--- config.mk ---
export PLATFORM = sky130hd
export DESIGN_NAME = adjacency_matrix_graph_dfs_core
export DESIGN_NICKNAME = d
export VERILOG_FILES = /design/src/design/admg_pkg.sv /design/src/design/admg_lowbit.sv /design/src/design/admg_stack.sv /design/src/design/adjacency_matrix_graph_dfs_core.sv
export SDC_FILE = /design/constraint.sdc
export NUM_CORES = 1
export LEC_CHECK = 0
export BUFFER_PORTS_ARGS = -buffer_cell sky130_fd_sc_hd__buf_2
export CORE_ASPECT_RATIO = 0.75
export CORE_MARGIN = 2
export CORE_UTILIZATION = 35
export CTS_CLUSTER_SIZE = 25
export DETAILED_ROUTE_END_ITERATION = 12
export PLACE_DENSITY = 0.5
export RECOVER_POWER = 100
export SYNTH_ARGS = -nofsm -noshare
export SYNTH_HDL_FRONTEND = slang
export SYNTH_HIERARCHICAL = 1
export SYNTH_SLANG_ARGS = --single-unit
--- constraint.sdc ---
create_clock -name clk -period 5.6 [get_ports clk]
set_input_delay 0.56 -clock clk [delete_from_list [all_inputs] [get_ports clk]]
set_output_delay 0.56 -clock clk [all_outputs]
set_load 0.02 [all_outputs]
--- src/design/admg_pkg.sv ---
package admg_pkg;

    localparam int VERTEX_W         = 4;
    localparam int COUNT_W          = 5;
    localparam int CMD_W            = 2;
    localparam int KIND_W           = 2;
    localparam int DEF_MAX_VERTICES = 16;
    localparam int MAX_RESULTS      = 16;
    localparam int STACK_AW         = $clog2(MAX_RESULTS);
    localparam int STACK_DW         = STACK_AW + 1;

    localparam logic [CMD_W-1:0] CMD_INSERT = 2'd0;
    localparam logic [CMD_W-1:0] CMD_DEGREE = 2'd1;
    localparam logic [CMD_W-1:0] CMD_SEARCH = 2'd2;

    localparam logic [KIND_W-1:0] KIND_INSERT = 2'd0;
    localparam logic [KIND_W-1:0] KIND_DEGREE = 2'd1;
    localparam logic [KIND_W-1:0] KIND_SEARCH = 2'd2;

    typedef struct packed {
        logic                clear;
        logic                push;
        logic                pop;
        logic [VERTEX_W-1:0] data;
    } stack_op_t;

endpackage

--- src/design/admg_lowbit.sv ---
module admg_lowbit #(
    parameter int WIDTH = 16
) (
    input  logic [WIDTH-1:0]         vec,
    output logic                     found,
    output logic [$clog2(WIDTH)-1:0] index
);

    localparam int IW = $clog2(WIDTH);

    always_comb
    begin
        found = |vec;
        index = '0;
        for (int i = WIDTH - 1; i >= 0; i--)
        begin
            if (vec[i])
            begin
                index = IW'(i);
            end
        end
    end

endmodule

--- src/design/admg_stack.sv ---
module admg_stack
    import admg_pkg::*;
(
    input  logic                clk,
    input  logic                rst_n,
    input  stack_op_t           op,
    output logic [VERTEX_W-1:0] top,
    output logic [STACK_DW-1:0] depth
);

    logic [VERTEX_W-1:0] mem [MAX_RESULTS];
    logic [VERTEX_W-1:0] top_reg;
    logic [STACK_DW-1:0] depth_reg;
    logic [STACK_DW-1:0] depth_next;
    logic [STACK_DW-1:0] base;
    logic [STACK_DW-1:0] under_ptr;

    always_comb
    begin
        base       = op.clear ? '0 : depth_reg;
        depth_next = base;
        if (op.push)
        begin
            depth_next = base + STACK_DW'(1);
        end
        else if (op.pop)
        begin
            depth_next = base - STACK_DW'(1);
        end
        under_ptr = depth_reg - STACK_DW'(2);
    end

    always_ff @(posedge clk or negedge rst_n)
    begin
        if (!rst_n)
        begin
            depth_reg <= '0;
        end
        else
        begin
            depth_reg <= depth_next;
        end
    end

    // top is held in a register; a pop fetches the entry below it
    always_ff @(posedge clk)
    begin
        if (op.push)
        begin
            mem[base[STACK_AW-1:0]] <= op.data;
            top_reg                 <= op.data;
        end
        else if (op.pop)
        begin
            top_reg <= mem[under_ptr[STACK_AW-1:0]];
        end
    end

    assign top   = top_reg;
    assign depth = depth_reg;

endmodule

--- src/design/adjacency_matrix_graph_dfs_core.sv ---
// Undirected graph engine over an adjacency bit matrix (cleared at reset) with
// three commands: insert edge (one acknowledge), degree query (one answer,
// counted over the set bits of the row) and depth-first search (one result
// per visited vertex, preorder, lowest neighbour first, at most 16 results,
// last one flagged). The pace is set by the single lowest-set-bit encoder
// shared by the degree count and the neighbour pick, which handles one step
// per cycle, except that a search step that emits a result waits while the
// output register is stalled. A new transaction is taken once the previous
// one has placed its final result in the output register; a stalled output
// holds the sequencer.
module adjacency_matrix_graph_dfs_core
    import admg_pkg::*;
#(
    parameter int MAX_VERTICES = DEF_MAX_VERTICES
) (
    input  logic                clk,
    input  logic                rst_n,
    input  logic                cfg_write_en,
    input  logic [COUNT_W-1:0]  cfg_write_data,
    input  logic                in_valid,
    output logic                in_ready,
    input  logic [CMD_W-1:0]    cmd,
    input  logic [VERTEX_W-1:0] first_vertex,
    input  logic [VERTEX_W-1:0] second_vertex,
    output logic                out_valid,
    input  logic                out_ready,
    output logic [KIND_W-1:0]   kind,
    output logic [VERTEX_W-1:0] vertex,
    output logic [COUNT_W-1:0]  degree_count,
    output logic                edge_accepted,
    output logic                last
);

    localparam int ROWS = (MAX_VERTICES < (1 << VERTEX_W)) ? MAX_VERTICES : (1 << VERTEX_W);
    localparam int IW   = $clog2(ROWS);

    localparam logic [2:0] ST_IDLE    = 3'd0;
    localparam logic [2:0] ST_INSERT  = 3'd1;
    localparam logic [2:0] ST_INSERT2 = 3'd2;
    localparam logic [2:0] ST_DEGREE  = 3'd3;
    localparam logic [2:0] ST_SEARCH  = 3'd4;
    localparam logic [2:0] ST_FLUSH   = 3'd5;
    localparam logic [2:0] ST_DEG_LD  = 3'd6;

    logic [2:0]          state_reg, state_next;
    logic [COUNT_W-1:0]  vcount_reg;
    logic [VERTEX_W-1:0] a_reg, a_next;
    logic [VERTEX_W-1:0] b_reg, b_next;
    logic [ROWS-1:0]     adj_reg [ROWS];
    logic [ROWS-1:0]     visited_reg, visited_next;
    logic [ROWS-1:0]     work_reg, work_next;
    logic [COUNT_W-1:0]  cnt_reg, cnt_next;
    logic [VERTEX_W-1:0] pend_reg, pend_next;

    logic                out_valid_reg;
    logic [KIND_W-1:0]   kind_reg;
    logic [VERTEX_W-1:0] vertex_reg;
    logic [COUNT_W-1:0]  degree_count_reg;
    logic                edge_accepted_reg;
    logic                last_reg;

    logic                out_free;
    logic                out_load;
    logic [KIND_W-1:0]   ld_kind;
    logic [VERTEX_W-1:0] ld_vertex;
    logic [COUNT_W-1:0]  ld_degree;
    logic                ld_accepted;
    logic                ld_last;

    logic                wr_en;
    logic [IW-1:0]       wr_row;
    logic [IW-1:0]       wr_col;

    logic [ROWS-1:0]     used_mask;
    logic [VERTEX_W-1:0] rd_vertex;
    logic [ROWS-1:0]     rd_row;
    logic [ROWS-1:0]     cand;
    logic [ROWS-1:0]     enc_in;
    logic                enc_found;
    logic [IW-1:0]       enc_index;
    logic                ins_ok;

    stack_op_t           stk_op;
    logic [VERTEX_W-1:0] stk_top;
    logic [STACK_DW-1:0] stk_depth;

    admg_lowbit #(
        .WIDTH (ROWS)
    ) u_lowbit (
        .vec   (enc_in),
        .found (enc_found),
        .index (enc_index)
    );

    admg_stack u_stack (
        .clk   (clk),
        .rst_n (rst_n),
        .op    (stk_op),
        .top   (stk_top),
        .depth (stk_depth)
    );

    always_comb
    begin
        for (int i = 0; i < ROWS; i++)
        begin
            used_mask[i] = COUNT_W'(i) < vcount_reg;
        end
        rd_vertex = (state_reg == ST_SEARCH) ? stk_top : b_reg;
        rd_row    = ({1'b0, rd_vertex} < COUNT_W'(ROWS)) ? adj_reg[rd_vertex[IW-1:0]] : '0;
        cand      = rd_row & used_mask & ~visited_reg;
        enc_in    = (state_reg == ST_DEGREE) ? work_reg : cand;
        ins_ok    = ({1'b0, a_reg} < vcount_reg) && ({1'b0, b_reg} < vcount_reg)
                    && ({1'b0, a_reg} < COUNT_W'(ROWS)) && ({1'b0, b_reg} < COUNT_W'(ROWS));
        out_free  = !out_valid_reg || out_ready;
    end

    always_comb
    begin
        state_next   = state_reg;
        a_next       = a_reg;
        b_next       = b_reg;
        visited_next = visited_reg;
        work_next    = work_reg;
        cnt_next     = cnt_reg;
        pend_next    = pend_reg;
        out_load     = 1'b0;
        ld_kind      = KIND_SEARCH;
        ld_vertex    = pend_reg;
        ld_degree    = '0;
        ld_accepted  = 1'b0;
        ld_last      = 1'b0;
        wr_en        = 1'b0;
        wr_row       = a_reg[IW-1:0];
        wr_col       = b_reg[IW-1:0];
        stk_op       = '0;
        in_ready     = 1'b0;

        case (state_reg)
            ST_IDLE:
            begin
                in_ready = 1'b1;
                if (in_valid)
                begin
                    a_next = first_vertex;
                    b_next = second_vertex;
                    case (cmd)
                        CMD_INSERT:
                        begin
                            state_next = ST_INSERT;
                        end
                        CMD_DEGREE:
                        begin
                            state_next = ST_DEG_LD;
                        end
                        CMD_SEARCH:
                        begin
                            visited_next = '0;
                            if ({1'b0, first_vertex} < COUNT_W'(ROWS))
                            begin
                                visited_next = ROWS'(1) << first_vertex[IW-1:0];
                            end
                            pend_next   = first_vertex;
                            cnt_next    = COUNT_W'(1);
                            stk_op.clear = 1'b1;
                            stk_op.push  = 1'b1;
                            stk_op.data  = first_vertex;
                            state_next   = ST_SEARCH;
                        end
                        default:
                        begin
                            state_next = ST_IDLE;
                        end
                    endcase
                end
            end
            ST_INSERT:
            begin
                wr_en      = ins_ok;
                state_next = ST_INSERT2;
            end
            ST_INSERT2:
            begin
                wr_row      = b_reg[IW-1:0];
                wr_col      = a_reg[IW-1:0];
                ld_kind     = KIND_INSERT;
                ld_vertex   = '0;
                ld_accepted = ins_ok;
                ld_last     = 1'b1;
                if (out_free)
                begin
                    wr_en      = ins_ok;
                    out_load   = 1'b1;
                    state_next = ST_IDLE;
                end
            end
            ST_DEG_LD:
            begin
                work_next  = rd_row & used_mask;
                cnt_next   = '0;
                state_next = ST_DEGREE;
            end
            ST_DEGREE:
            begin
                ld_kind   = KIND_DEGREE;
                ld_vertex = b_reg;
                ld_degree = cnt_reg;
                ld_last   = 1'b1;
                if (enc_found)
                begin
                    work_next = work_reg & ~(ROWS'(1) << enc_index);
                    cnt_next  = cnt_reg + COUNT_W'(1);
                end
                else if (out_free)
                begin
                    out_load   = 1'b1;
                    state_next = ST_IDLE;
                end
            end
            ST_SEARCH:
            begin
                if (stk_depth == '0)
                begin
                    state_next = ST_FLUSH;
                end
                else if (!enc_found)
                begin
                    stk_op.pop = 1'b1;
                end
                else if (out_free)
                begin
                    out_load     = 1'b1;
                    pend_next    = VERTEX_W'(enc_index);
                    visited_next = visited_reg | (ROWS'(1) << enc_index);
                    stk_op.push  = 1'b1;
                    stk_op.data  = VERTEX_W'(enc_index);
                    cnt_next     = cnt_reg + COUNT_W'(1);
                    if (cnt_reg == COUNT_W'(MAX_RESULTS - 1))
                    begin
                        state_next = ST_FLUSH;
                    end
                end
            end
            ST_FLUSH:
            begin
                ld_last = 1'b1;
                if (out_free)
                begin
                    out_load   = 1'b1;
                    state_next = ST_IDLE;
                end
            end
            default:
            begin
                state_next = ST_IDLE;
            end
        endcase
    end

    always_ff @(posedge clk or negedge rst_n)
    begin
        if (!rst_n)
        begin
            state_reg     <= ST_IDLE;
            vcount_reg    <= '0;
            out_valid_reg <= 1'b0;
            for (int r = 0; r < ROWS; r++)
            begin
                adj_reg[r] <= '0;
            end
        end
        else
        begin
            state_reg     <= state_next;
            out_valid_reg <= out_load || (out_valid_reg && !out_ready);
            if (cfg_write_en)
            begin
                vcount_reg <= cfg_write_data;
            end
            if (wr_en)
            begin
                adj_reg[wr_row][wr_col] <= 1'b1;
            end
        end
    end

    always_ff @(posedge clk)
    begin
        a_reg       <= a_next;
        b_reg       <= b_next;
        visited_reg <= visited_next;
        work_reg    <= work_next;
        cnt_reg     <= cnt_next;
        pend_reg    <= pend_next;
        if (out_load)
        begin
            kind_reg          <= ld_kind;
            vertex_reg        <= ld_vertex;
            degree_count_reg  <= ld_degree;
            edge_accepted_reg <= ld_accepted;
            last_reg          <= ld_last;
        end
    end

    assign out_valid     = out_valid_reg;
    assign kind          = kind_reg;
    assign vertex        = vertex_reg;
    assign degree_count  = degree_count_reg;
    assign edge_accepted = edge_accepted_reg;
    assign last          = last_reg;

`ifndef SYNTH
    assert property (@(posedge clk) disable iff (!rst_n)
        stk_depth <= STACK_DW'(MAX_RESULTS))
        else $error("search stack overrun");

    assert property (@(posedge clk) disable iff (!rst_n)
        (state_reg == ST_SEARCH) |-> (cnt_reg >= COUNT_W'(1)
            && cnt_reg < COUNT_W'(MAX_RESULTS)))
        else $error("search result count out of range");

    assert property (@(posedge clk) disable iff (!rst_n)
        (state_reg == ST_DEGREE) |-> (cnt_reg <= COUNT_W'(ROWS)))
        else $error("degree count exceeds row width");

    assert property (@(posedge clk) disable iff (!rst_n)
        (in_valid && in_ready && cmd == CMD_SEARCH) |=> (state_reg == ST_SEARCH
            && stk_depth == STACK_DW'(1)))
        else $error("search did not start with one stacked vertex");
`endif

endmodule

==> run metrics, run 1 <==
status=finished with violations; failing checks=capacitance limit, slew limit; largest net degree at the start of global routing=132; Worst Path Required=6.00 ns; nets=1,774; critical path capture point type=flop; minimum clock period=5.29 ns; Initial Util=0.353; Syn-to-layout area delta=12.5%; wire length per cell=24.1 um; Congestion Overflow GR=0; final worst setup slack=0.312 ns; root buf cell=clkbuf_16; setup bufs post-CTS=0; Mapped Area=0.0192 sq mm; gpl congestion=0.902; top fanout value on the critical path=29; Hold WS=0.187 ns; share of layout cells above drive strength 1=0.110; Final Max Tran Viols=151; Finish-stage setup viols=0; Critical path origin=state_reg[0]; Die X=274 um; Max-cap violations=5; FF-to-FF Start=state_reg[0]; vias in the first global route=14.0k; vias=14.3k; dpl ws=0.435 ns; flops & latches, synth=400; n_diodes=0; CTS H-Tree Depth=2; DP Cell Count=2,416; syn avg cell area=11.3 sq um; core box area=0.0543 sq mm; Hold Fails Final Rpt=0; Synthesis Warnings=6; drt total wl=60.2 mm; max reg flops=256; placed wire-length estimate=41.8 mm; setup TNS=0 ns; DRC violations left=0; Final Non-Filler Cells=2,492; RSZ-0062 raised after global routing=false; worst skew pair latency=0.56 ns; cell taking the most area after synthesis=dfrtp_1; Worst Hold Class=in2reg; Seq/Total Area, Yosys=0.555; clock transition at the registers of the reported paths=0.06 ns; antenna-violating nets left=0; Worst Skew=0.0202 ns; top area cells in the synthesized netlist=dfrtp_1, edfxtp_1, o21bai_1, nand2_1, mux2i_1; port bufs=34; Leak=9.21 nW; peak supply drop=0.245 mV; HP Start=second_vertex[2]; Setup CP Type=reg2reg; total CTS buffers=42; Final Util=0.397; top cell type's share of synthesized area=0.352; gr usage total=0.212; first-pass GRT wire length=90.7 mm; top-level I/O count=35; Post-synth EDFFs=130; asr flop ratio synth=0.675; CTS sink cnt=400; top-count cell post-synth=dfrtp_1; ys flop type=dfrtp_1; Mapped Nets=1,738; DR iter-0 viols=1,251; Post-synth top cells=dfrtp_1, nand2_1, o21bai_1; CTS tree=yes; Fillers=5,224; clk buf depth=3; Worst Max-Slew Pin Slew=4.16 ns; Max Fclk=189 MHz; critical path launch point type=flop; via/cell ratio=5.73; initial antenna violation count=1; Worst slew margin=-1.77; Synth Instances=1,703; Die Footprint=0.0568 sq mm; fin crit share=0.944; post-synth cell types=88; DR pass1 iterations=5; Cell Rows=74; R2R setup slack=0.31 ns; Die Y-Extent=207 um; pwr/cell area=541 mW/mm^2; Worst EP arrival=5.68 ns
## power breakdown
part / total [mW] / internal (mW) / switching [mW]
Combinational: 4.69 / 1.58 / 3.11
Clock: 2.82 / 1.65 / 1.17
Sequential: 4.16 / 3.75 / 0.418
Total: 11.7 / 6.98 / 4.70
## area by class of cell
type | count | area, sq um | share of cell area
clock buffers | 58 | 1210 | 0.0561
clock inverters | 17 | 160 | 0.00742
inverters | 48 | 188 | 0.00869
multi-input cells | 1145 | 7810 | 0.362
flip-flops and latches | 400 | 10700 | 0.494
well taps | 722 | 903 | 0.0418
repair buffers | 102 | 661 | 0.0306
## metrics by stage
stage               instance area (sq um)  power (mW)
CTS                                 21700        11.7
global placement                    20300        8.87
detailed placement                  20300        8.88
floorplan                           19200        7.16
finish                              21600        11.7
global route                        21600        12.2
## logic make-up after synthesis
family | after synthesis | share of synthesized area
compound gates | 541 | 0.206
simple gates | 478 | 0.114
flops | 400 | 0.555
buf+inv | 158 | 0.0400
mux | 107 | 0.0731
fa+ha+maj | 15 | 0.00978
xor+xnor | 4 | 0.00183
## layer usage
layer	GRT usage	routed length (um)	up-vias
met1	0.333	30000	7313
met2	0.297	24500	527
met5	0	0	-
met3	0.0411	4410	91
li1	-	-	6351
met4	0.0477	1220	0
## worst max-delay path: stages (launching register included)
cell	delay, ns
dfrtp_1	0.42
buf_4	0.23
nor3b_1	1.25
nor3b_1	0.16
o22ai_1	2.00
clkbuf_2	0.86
o21ai_0	0.18
## cell usage in the layout (no fill, tap or decap), types with 8 or more instances in the layout
| master | count |
|---|---|
| buf_4 | 54 |
| mux2i_1 | 75 |
| mux4_2 | 14 |
| nand2b_1 | 17 |
| o21ai_0 | 49 |
| o221ai_1 | 12 |
| o22ai_1 | 17 |
| nor2b_1 | 22 |
| nor2_1 | 104 |
| a32oi_1 | 8 |
| clkinv_2 | 8 |
| nand2_1 | 214 |
| clkbuf_1 | 35 |
| a31oi_1 | 8 |
| nor3_1 | 31 |
| a311oi_1 | 11 |
| nand3_1 | 30 |
| a211oi_1 | 39 |
| inv_1 | 43 |
| clkbuf_8 | 8 |
| a221oi_1 | 12 |
| nor3b_1 | 9 |
| buf_2 | 14 |
| o21bai_1 | 174 |
| clkbuf_16 | 43 |
| o31ai_1 | 12 |
| o211ai_1 | 16 |
| dfrtp_1 | 270 |
| edfxtp_1 | 130 |
| ha_1 | 15 |
| a21o_1 | 67 |
| mux2_2 | 8 |
| a21oi_1 | 54 |
| mux4_1 | 9 |
## timing repair
item | 4_1_cts | 5_1_grt
hold buffers | 1 | 0
hold endpoints to repair | 19 | 0
resized for setup | 0 | 0
## path summary, 6_finish.rpt
path | end | cells past startpoint
worst min-delay path | b_reg[2] | 1
worst min register to register | adj_reg[129] | 1
worst max-delay path | adj_reg[90] | 6
worst max register to register | adj_reg[90] | 6
max in group asynchronous | adj_reg[17] | 3
min in group asynchronous | adj_reg[185] | 2
No activity file was read; power rests on OpenSTA's default activity.
==> inputs of run 2 (changes only) <==
Settings changed: CORE_UTILIZATION 35 to 60, PLACE_DENSITY 0.5 to 0.78.
==> run 2 against run 1 <==
- the run still ends with capacitance limit, slew limit left
- final cell count shrank 13%
- sequential cell count is the same
- via count grew 1.8%
- largest cell class unchanged
- largest power group unchanged
- highest routed layer unchanged
==> run metrics, run 2 (synthesis results as in run 1) <==
minimum clock period=5.29 ns; most frequent cells in the layout=dfrtp_1, nand2_1, o21bai_1, edfxtp_1, nor2_1; CTS tree=yes; Finish-stage setup viols=0; nets=1,757; Leak=9.07 nW; setup bufs post-CTS=0; Fillers=2,356; worst skew pair latency=0.54 ns; CTS sink cnt=400; Initial Util=0.612; drt total wl=53.8 mm; Die Footprint=0.0335 sq mm; vias in the first global route=14.2k; Worst slew margin=-1.64; Pwr Total=11.3 mW; Worst Max-Slew Pin Slew=3.96 ns; Hold Fails Final Rpt=0; root buf cell=clkbuf_16; via/cell ratio=6.74; largest net degree at the start of global routing=199; dpl ws=0.424 ns; total CTS buffers=40; Final Max Tran Viols=243; Setup CP Type=reg2reg; clk buf depth=3; Die Y-Extent=159 um; DR pass1 iterations=7; CP max stage delay=2.30 ns; failing checks=capacitance limit, slew limit; RSZ-0062 raised after global routing=false; Worst Skew=0.0169 ns; placed wire-length estimate=37.2 mm; DRC violations left=0; critical path capture point type=flop; Die X=211 um; n_diodes=0; DR iter-0 viols=2,226; vias=14.5k; DP Area=0.0198 sq mm; most common cell after layout, fill and taps aside=dfrtp_1; pwr/cell area=540 mW/mm^2; gpl congestion=0.992; core box area=0.0314 sq mm; wire length per cell=24.9 um; Syn-to-layout area delta=9.31%; max reg flops=256; CTS H-Tree Depth=2; antenna-violating nets left=0; status=finished with violations; top-level I/O count=35; initial antenna violation count=0; Worst Path Required=6.02 ns; peak supply drop=0.293 mV; Congestion Overflow GR=0; Max Fclk=189 MHz; final worst setup slack=0.311 ns; critical path launch point type=flop; first-pass GRT wire length=84.7 mm; share of layout cells above drive strength 1=0.101; final instance area=0.0210 sq mm; CP Buf/Inv Count=2; Worst Hold Class=in2reg; top fanout value on the critical path=31; setup TNS=0 ns; clock transition at the registers of the reported paths=0.06 ns; Slowest-stage cell, CP=o21ai_1; Worst EP arrival=5.70 ns; Cell Rows=56; Hold WS=0.189 ns; gr usage total=0.329; crit path cell chain=clkbuf_1 > ha_1 > a21o_1 > a21oi_1 > o221a_1 > o21ai_1 > buf_4 > o21ai_0; Max-cap violations=6; port bufs=34; CP top delay family=compound AO/OA/AOI/OAI gates; fin crit share=0.944
-- run 2: changes by cell type in the layout (fill, tap and decap cells not counted), moves of 2 or more --
cell,before,now
buf_4,54,38
clkbuf_1,35,39
clkbuf_16,43,41
clkbuf_2,2,4
clkbuf_8,8,2
clkinvlp_4,0,2
o22ai_1,17,15
or2_0,6,0
or2_1,0,3
or2_2,4,7
-- run 2: worst paths after layout --
check,start,endpoint,slack (ns),cells past startpoint
setup / recovery,b_reg[1],adj_reg[205],0.31,8
hold / removal,second_vertex[2],b_reg[2],0.19,1
setup reg to reg,b_reg[1],adj_reg[205],0.31,8
hold reg to reg,adj_reg[80],adj_reg[80],0.46,1
max in group asynchronous,rst_n,adj_reg[1],1.32,3
min in group asynchronous,rst_n,adj_reg[45],1.94,2
-- run 2: power by group --
group	internal (mW)	switching [mW]	total, mW
clock network	1.51	1.13	2.64
logic	1.53	3.03	4.55
registers	3.75	0.385	4.13
-- run 2: cell type report --
| type | count | area [sq um] | area share |
|---|---|---|---|
| sequential | 400 | 10700 | 0.508 |
| multi-input combinational | 1145 | 7820 | 0.373 |
| clock buffer | 55 | 1100 | 0.0524 |
| timing repair buffer | 87 | 547 | 0.0261 |
| tap | 406 | 508 | 0.0242 |
| inverter | 48 | 188 | 0.00894 |
| clock inverter | 17 | 165 | 0.00787 |
-- run 2: timing repair --
item	4_1_cts	5_1_grt
hold endpoints to repair	16	0
hold buffers	1	0
gates resized for setup	0	2
setup endpoints to repair	0	27
-- run 2: per-layer routing --
layer  part of all wire  vias up  global-route usage
li1                   -     6316                   -
met1               0.42     7193               0.493
met2               0.43      909               0.471
met3               0.12      126              0.0852
met4              0.029        0               0.101
met5                  0        -                   0
-- run 2: worst register-to-register path: cells and delay by family (launching register included) --
family,cells,cell delay [ns]
flip-flops,1,0.55
buffers and inverters,2,1.29
adder cells (fa/ha/maj),1,0.28
AO/OA/AOI/OAI,5,3.05
-- run 2: metrics by stage --
stage / util / instances
after floorplan: - / 1703
after global placement: 0.631 / 2085
after detailed placement: 0.631 / 2085
after CTS: 0.672 / 2158
after global routing: 0.668 / 2158
final: 0.668 / 2158
